## config.mk

```make
export PLATFORM = sky130hd
export DESIGN_NAME = jhe_packer
export DESIGN_NICKNAME = d
export VERILOG_FILES = /design/src/jhe_pkg.sv /design/src/jhe_packer.sv
export SDC_FILE = /design/constraint.sdc
export NUM_CORES = 1
export LEC_CHECK = 0
export BUFFER_PORTS_ARGS = -buffer_cell sky130_fd_sc_hd__buf_2
export CAP_MARGIN = 20
export CORE_ASPECT_RATIO = 1.4
export CORE_UTILIZATION = 60
export CTS_BUF_LIST = sky130_fd_sc_hd__clkbuf_16
export CTS_CLUSTER_SIZE = 12
export DETAILED_ROUTE_END_ITERATION = 8
export GPL_TIMING_DRIVEN = 0
export PLACE_DENSITY = 0.8
export SKIP_LAST_GASP = 1
export SLEW_MARGIN = 10
export SYNTH_ARGS = -nofsm -noshare
export SYNTH_HDL_FRONTEND = slang
export SYNTH_SLANG_ARGS = --single-unit
```

## constraint.sdc

```tcl
create_clock -name i_clk -period 4.4 [get_ports i_clk]
set_input_delay 0.44 -clock i_clk [delete_from_list [all_inputs] [get_ports i_clk]]
set_output_delay 0.44 -clock i_clk [all_outputs]
set_load 0.05 [all_outputs]
```

## src/jhe_pkg.sv

```systemverilog
package jhe_pkg;

    // Block and table geometry that the coding scheme fixes.
    localparam int BLOCK_COEFFS   = 64;
    localparam int AC_TABLE_DEPTH = 256;
    localparam int AC_IDX_W       = $clog2(AC_TABLE_DEPTH);

    // Result buffer: at most this many stream bytes are kept for one item.
    localparam int MAX_BYTES = 20;
    localparam int CNT_W     = $clog2(MAX_BYTES + 1);

    // Bit packer accumulator: up to seven pending bits plus one 16-bit code.
    localparam int ACC_W = 23;
    localparam int LEN_W = 5;

    localparam logic [AC_IDX_W-1:0] ZRL_SYMBOL   = 8'hF0;
    localparam logic [AC_IDX_W-1:0] EOB_SYMBOL   = 8'h00;
    localparam logic [7:0]          BYTE_FF      = 8'hFF;
    localparam logic [7:0]          BYTE_STUFF   = 8'h00;
    localparam logic [15:0]         FLUSH_CODE   = 16'h007F;
    localparam logic [LEN_W-1:0]    FLUSH_LEN    = 5'd7;
    localparam logic [LEN_W-1:0]    MAX_CODE_LEN = 5'd16;
    localparam logic [10:0]         COEF_NEG_MIN = 11'h400;
    localparam logic [10:0]         COEF_SAT     = 11'h401;

    typedef enum logic [1:0] {
        OP_COEF    = 2'd0,
        OP_LOAD_DC = 2'd1,
        OP_LOAD_AC = 2'd2,
        OP_FLUSH   = 2'd3
    } t_opcode;

    typedef enum logic [3:0] {
        S_IDLE,
        S_COEF,
        S_DC_ENT,
        S_ZRL,
        S_AC_ENT,
        S_RAW,
        S_END,
        S_EOB,
        S_DRAIN,
        S_FLUSH,
        S_FCLR,
        S_OUT
    } t_state;

    typedef struct packed {
        logic [LEN_W-1:0] len;
        logic [15:0]      code;
    } t_entry;

    typedef struct packed {
        logic             put;
        logic             clear;
        logic [15:0]      code;
        logic [LEN_W-1:0] size;
    } t_pack_cmd;

    typedef struct packed {
        logic       idle;
        logic       pend_nz;
        logic       wr_en;
        logic [7:0] wr_byte;
    } t_pack_stat;

    // Size category: the position of the highest set bit, plus one.
    function automatic logic [3:0] category(input logic [10:0] mag);
        logic [3:0] nb;
        nb = 4'd0;
        for (int i = 0; i < 11; i++) begin
            if (mag[i]) begin
                nb = 4'(i + 1);
            end
        end
        return nb;
    endfunction

endpackage

```

## src/jhe_packer.sv

```systemverilog
module jhe_packer (
    input  logic                   i_clk,
    input  logic                   i_rst_n,
    input  jhe_pkg::t_pack_cmd     i_cmd,
    output jhe_pkg::t_pack_stat    o_stat
);
    import jhe_pkg::*;

    logic [ACC_W-1:0] r_acc;
    logic [LEN_W-1:0] r_n;
    logic             r_stuff;

    logic [ACC_W-1:0] mask_n;
    logic [ACC_W-1:0] mask_s;
    logic [ACC_W-1:0] load_acc;
    logic [7:0]       drain_byte;
    logic             has_byte;

    // Only the low r_n bits of the accumulator are live.
    always_comb begin
        mask_n     = (ACC_W'(1) << r_n) - ACC_W'(1);
        mask_s     = (ACC_W'(1) << i_cmd.size) - ACC_W'(1);
        load_acc   = ((r_acc & mask_n) << i_cmd.size) | (ACC_W'(i_cmd.code) & mask_s);
        drain_byte = 8'(r_acc >> (r_n - LEN_W'(8)));
        has_byte   = (r_n >= LEN_W'(8));
    end

    always_comb begin
        o_stat.idle    = !r_stuff && !has_byte;
        o_stat.pend_nz = (r_n != '0);
        o_stat.wr_en   = r_stuff || has_byte;
        o_stat.wr_byte = r_stuff ? BYTE_STUFF : drain_byte;
    end

    always_ff @(posedge i_clk) begin
        if (!i_rst_n) begin
            r_n     <= '0;
            r_stuff <= 1'b0;
        end else if (r_stuff) begin
            r_stuff <= 1'b0;
        end else if (has_byte) begin
            r_n     <= r_n - LEN_W'(8);
            r_stuff <= (drain_byte == BYTE_FF);
        end else if (i_cmd.put) begin
            r_n <= r_n + i_cmd.size;
        end else if (i_cmd.clear) begin
            r_n <= '0;
        end
    end

    always_ff @(posedge i_clk) begin
        if (!has_byte && !r_stuff && i_cmd.put) begin
            r_acc <= load_acc;
        end
    end

endmodule

```

# Yosys cells after proc, flatten, opt, wreduce, memory -nomap -nowiden
# Index checks and enable logic that the tools add are counted.
[classes] addsub=4 n_shift=4 reduce_logical=9 bitwise_logic=6 mux=4 order_cmp=1 eq_ne=1
[ops] operator="1-bit by 5-bit << shifter with 23-bit output (first input constant)" count=2
[ops] operator="23-bit by 2-bit subtractor with 23-bit output (second input constant)" count=2
[ops] operator="16-bit by 23-bit bitwise AND with 23-bit output" count=1
[ops] operator="23-bit bitwise AND" count=1
[ops] operator="23-bit OR" count=1
[ops] operator="23-bit by 5-bit << shifter with 23-bit output" count=1
[ops] operator="23-bit by 5-bit right shift with 8-bit output" count=1
[ops] operator="5-bit two-way mux" count=3
[ops] operator="8-bit == test (second input constant)" count=1
[ops] operator="8-bit two-way mux" count=1
[ops] operator="5-bit adder" count=1
[ops] operator="5-bit by 4-bit greater-or-equal comparator with 1-bit output (second input constant)" count=1
[ops] operator="5-bit nonzero test" count=1
[ops] operator="5-bit by 4-bit subtractor with 5-bit output (second input constant)" count=1
[ops] operator="1-bit NOT" count=3
[ops] operator="3-bit nonzero test" count=1
[ops] operator="3-bit OR reduction" count=1
[ops] operator="1-bit logical AND" count=2
[ops] operator="1-bit zero test" count=2
[ops] operator="2-bit AND reduction" count=1
[ops] operator="1-bit logical OR" count=1
[totals] word_cells=32 ff_bits=29 output_inout_bits=11

# Logic depth before layout (Yosys ltp)
[depth] depth_word=5 mapped_depth=15

# Least setup slack after synthesis
# Ideal clock, no wire load.
[synth_timing] path_kind="reg2reg" startpoint="reg r_n[1]" endpoint="reg r_acc[10], data pin" setup_slack_ps=1106 t_required_ps=4237 t_arrival_ps=3131 path_stages_with_launch=15 setup_ps=163 path_cell_list="dfxtp_1 > buf_6 > buf_4 > buf_2 > nor4_2 > nand2b_1 > ha_1 > clkbuf_1 > or4b_1 > a21oi_1 > o21ai_1 > o21a_1 > a21o_1 > mux2_2 > o221ai_1"
[synth_between] elab_chain_len=5
[synth_lines] item="from (decl)" line_no="jhe_packer.sv:10" text="logic [LEN_W-1:0] r_n;"
[synth_lines] item="from (signal assigned)" line_no="jhe_packer.sv:42" text="r_n <= r_n - LEN_W'(8);"
[synth_lines] item="from (signal assigned)" line_no="jhe_packer.sv:45" text="r_n <= r_n + i_cmd.size;"
[synth_lines] item="1-bit by 5-bit << shifter with 23-bit output" line_no="jhe_packer.sv:21" text="mask_n = (ACC_W'(1) << r_n) - ACC_W'(1);"
[synth_lines] item="23-bit by 2-bit subtractor with 23-bit output" line_no="jhe_packer.sv:21"
[synth_lines] item="23-bit bitwise AND" line_no="jhe_packer.sv:23" text="load_acc = ((r_acc & mask_n) << i_cmd.size) | (ACC_W'(i_cmd.code) & mask_s);"
[synth_lines] item="23-bit by 5-bit << shifter with 23-bit output" line_no="jhe_packer.sv:23"
[synth_lines] item="23-bit OR" line_no="jhe_packer.sv:23"
[synth_lines] item="named net load_acc[10]" line_no="jhe_packer.sv:15" text="logic [ACC_W-1:0] load_acc;"
[synth_lines] item="to (signal assigned)" line_no="jhe_packer.sv:53" text="r_acc <= load_acc;"
[synth_lines] item="to (decl)" line_no="jhe_packer.sv:9" text="logic [ACC_W-1:0] r_acc;"
# The timed path passes the listed nets, and every way through them passes these cells.
# A chain may end at the register's enable or synchronous reset.

# Worst setup path after layout
[layout_timing] startpoint="reg r_n[0]" endpoint="reg r_acc[22], data pin"
# The elaborated chain is that of the path after synthesis.

==> metrics.txt <==
headroom to the max-slew limit 49.0%; Crit Path Class flop to flop; Yosys warnings 0; Port Buf Inserts 35; Antenna Diode Count 0; endpoints failing setup 0; run status completed; top cell type by total area after synthesis sky130_fd_sc_hd__edfxtp_1; worst setup timing slack at the placement stage 0.335 ns; Syn Area/Cell 7.67 um2; DRC Markers 0; Switching Fraction 57.3%; number of distinct library cells after synthesis 74; buffer type at the clock tree root sky130_fd_sc_hd__clkbuf_16; number of gates resized after cts 0; actual transition at the worst max-transition pin 0.765 ns; Total GRT Usage 45.7%; number of global-route vias before repair 4752; routed length on met1 5.42 mm; Clock H-tree levels 2; required time worst endpoint 4.43 ns; total wire length after detailed routing 15.9 mm; unrepaired setup endpoints after global routing no; count of antenna-violating nets left after detailed routing 0; number of DRC markers after the initial detailed-route iteration 563; met3 wire len 1.44 mm; Sequential Power Share 15.2%; MaxCap Viol Count 0; CTS Hold Buffers Added 0; proportion of netlist area held by the largest area contributor 16.7%; Critical Path Start Type flop; flip-flop and latch area 811 um2; Synth Net Count 571; vertical extent of the die 100 um; die area 7220 um2; WHS 0.440 ns; setup TNS after final layout 0 ns; maximum number of buffers from clock root to sink 2; synthesized cell area 4130 um2; vias post-DR 4881; crit path max-delay cell type sky130_fd_sc_hd__a31oi_1; number of top-level design ports 36; standard-cell rows 35; wire length of the first global-routing pass 24.8 mm; starting density of the core 62.4%; Max Fclk 237 MHz; Sink Count 29; Setup Buffers After CTS 0; maximum number of pins on one net before global-route repair 28; total chip power 3.29 mW; fraction of power consumed by combinational cells 74.6%; number of synthesized register bits 29; reported leakage power 1.74 nW; Setup crit end kind flop; CTS tree yes; internal power 1.40 mW; number of cells produced by synthesis 538; number of enable flip-flop cells after synthesis 23; proportion of register bits with asynchronous set or reset after synthesis 0%; ratio of total power to cell area 722 nW/um2; number of antenna violations at the first check in global routing 0; Detailed Place HPWL 12.1 mm; Bufs and invs on worst path 5; arrival time worst endpoint 4.24 ns; Core ar. 6610 um2; Num CTS Buffers 5; CP Max Fanout 10; Synth-to-Final Area Change 10.4%; Hold Vio Cnt, Final 0; share of power burned in the clock network 10.1%; Routed met2 length 7.53 mm; number of iterations in the first detailed-routing pass 8; highest metal layer with signal wires met4; clock latency of the later-clocked register in the worst-skew pair 0.28 ns; Filler Cells Inserted 592; Max Slew Vio Count 0; Sw Pwr 1.89 mW; multi-input gate area in the final layout 3040 um2; total congestion overflow 0; top_reg_cell synth sky130_fd_sc_hd__edfxtp_1; setup slack of the critical path after layout 0.189 ns; period utilisation layout 95.7%; wire length per cell 23.6 um; post-CTS clock slew at the launch and capture registers of the worst setup and hold paths 0.06 ns; final-stage net count 613; width of the die 72.1 um; Post-Route Skew 0.0137 ns; top post-synthesis cells by area sky130_fd_sc_hd__edfxtp_1, sky130_fd_sc_hd__mux2i_1, sky130_fd_sc_hd__nand2_1; Slowest Stage Delay on Critical Path 0.54 ns; Top Family by Delay on Critical Path buffers and inverters; ratio of routed vias to standard cells 7.25; worst-path cell chain buf_6, buf_2, buf_2, nand2b_1, ha_1, clkbuf_1, clkbuf_1, xnor2_1, a31oi_1, mux2i_1, a211o_1; worst hold path class input pin to flop; GPL Wtd Cong 1.12; fraction of the yosys area taken by sequential cells 19.6%; fin crit period 4.21 ns; peak supply drop 447 uV; share of layout cells above drive strength 1 15.1%
[power groups by stage]
stage                     Clock (mW)  Combinational [mW]  Sequential, mW
final                          0.334                2.46           0.502
after global routing           0.339                2.60           0.507
after CTS                      0.328                2.37           0.493
after detailed placement           0                2.35           0.498
after global placement             0                2.33           0.498
after floorplan                    0                1.80           0.453
[registers in the layout, summed over array words and instances, names as in the netlist]
register and flops:
r_acc 23, r_n 5, r_stuff 1
[synthesized netlist by cell type, types with 5 or more instances]
cell type,count
sky130_fd_sc_hd__nand2_1,64
sky130_fd_sc_hd__nor2_1,49
sky130_fd_sc_hd__o21ai_0,40
sky130_fd_sc_hd__mux2i_1,36
sky130_fd_sc_hd__a21oi_1,28
sky130_fd_sc_hd__clkbuf_1,28
sky130_fd_sc_hd__edfxtp_1,23
sky130_fd_sc_hd__o21a_1,15
sky130_fd_sc_hd__mux2_2,13
sky130_fd_sc_hd__o211ai_1,13
sky130_fd_sc_hd__nand3_1,12
sky130_fd_sc_hd__a22oi_1,10
sky130_fd_sc_hd__nor2b_1,10
sky130_fd_sc_hd__o221ai_1,10
sky130_fd_sc_hd__inv_1,9
sky130_fd_sc_hd__a31oi_1,8
sky130_fd_sc_hd__buf_2,8
sky130_fd_sc_hd__nor3_1,8
sky130_fd_sc_hd__and2_1,7
sky130_fd_sc_hd__ha_1,7
sky130_fd_sc_hd__mux4_2,7
sky130_fd_sc_hd__nand2b_1,7
sky130_fd_sc_hd__dfxtp_1,6
sky130_fd_sc_hd__o22ai_1,6
sky130_fd_sc_hd__or2_2,6
sky130_fd_sc_hd__a211o_1,5
sky130_fd_sc_hd__a21o_1,5
sky130_fd_sc_hd__nand4_1,5
sky130_fd_sc_hd__o31ai_1,5
sky130_fd_sc_hd__or3_1,5
[kinds of logic (layout without fill, tap and decap cells)]
group,after synthesis,in the layout,share of synthesized area (%)
multiplexers,56,56,16.1
flip-flops,29,29,19.6
adder cells (fa/ha/maj),8,8,2.61
AO/OA/AOI/OAI,191,191,32.0
buffers and inverters,60,103,6.79
AND/OR/NAND/NOR,188,188,21.6
XOR/XNOR,6,6,1.27
[routing by layer]
metal  GRT usage (%)  vias up
li1                -     2129
met1            50.0     2223
met2            77.4      408
met3            6.02      121
met4            37.6        0
met5               0        -
[tightest hold or removal path, cell delays in order]
cell and delay [ns]:
sky130_fd_sc_hd__buf_2 0.08, sky130_fd_sc_hd__nand2_1 0.04, sky130_fd_sc_hd__nand2_1 0.06
[through the flow]
step / utilization (%) / instances / instance area (um2)
floorplan: - / 538 / 4130
global placement: 66.8 / 665 / 4420
detailed placement: 66.8 / 665 / 4420
CTS: 68.9 / 673 / 4560
global route: 68.9 / 673 / 4560
finish: 68.9 / 673 / 4560
[cells in the final DEF, fill, tap and decap left out, types with 7 or more instances in the layout]
| master | n |
|---|---|
| sky130_fd_sc_hd__a21oi_1 | 28 |
| sky130_fd_sc_hd__a22oi_1 | 10 |
| sky130_fd_sc_hd__a31oi_1 | 8 |
| sky130_fd_sc_hd__and2_1 | 7 |
| sky130_fd_sc_hd__buf_2 | 43 |
| sky130_fd_sc_hd__clkbuf_1 | 27 |
| sky130_fd_sc_hd__edfxtp_1 | 23 |
| sky130_fd_sc_hd__ha_1 | 7 |
| sky130_fd_sc_hd__inv_1 | 9 |
| sky130_fd_sc_hd__mux2_2 | 13 |
| sky130_fd_sc_hd__mux2i_1 | 36 |
| sky130_fd_sc_hd__mux4_2 | 7 |
| sky130_fd_sc_hd__nand2_1 | 64 |
| sky130_fd_sc_hd__nand2b_1 | 7 |
| sky130_fd_sc_hd__nand3_1 | 12 |
| sky130_fd_sc_hd__nor2_1 | 49 |
| sky130_fd_sc_hd__nor2b_1 | 10 |
| sky130_fd_sc_hd__nor3_1 | 8 |
| sky130_fd_sc_hd__o211ai_1 | 13 |
| sky130_fd_sc_hd__o21a_1 | 15 |
| sky130_fd_sc_hd__o21ai_0 | 40 |
| sky130_fd_sc_hd__o221ai_1 | 10 |
[path summary, 6_finish.rpt]
check             slack, ns  depth (start not counted)                start                   to
setup / recovery       0.19                         11  r_n[0]$_SDFFE_PN0P_  r_acc[22]$_DFFE_PP_
hold / removal         0.44                          3             i_cmd[8]   r_acc[3]$_DFFE_PP_
setup reg to reg       0.19                         11  r_n[0]$_SDFFE_PN0P_  r_acc[22]$_DFFE_PP_
hold reg to reg        0.74                          3   r_stuff$_SDFF_PP0_   r_stuff$_SDFF_PP0_
[final cells by class]
class,instances,share of cell area [%]
timing repair buffer,35,3.84
clock inverter,3,0.274
multi-input combinational,449,66.6
inverter,13,1.07
clock buffer,5,2.74
buffer,47,5.11
sequential,29,17.8
tap,92,2.53
No activity file was read; power rests on OpenSTA's default activity.
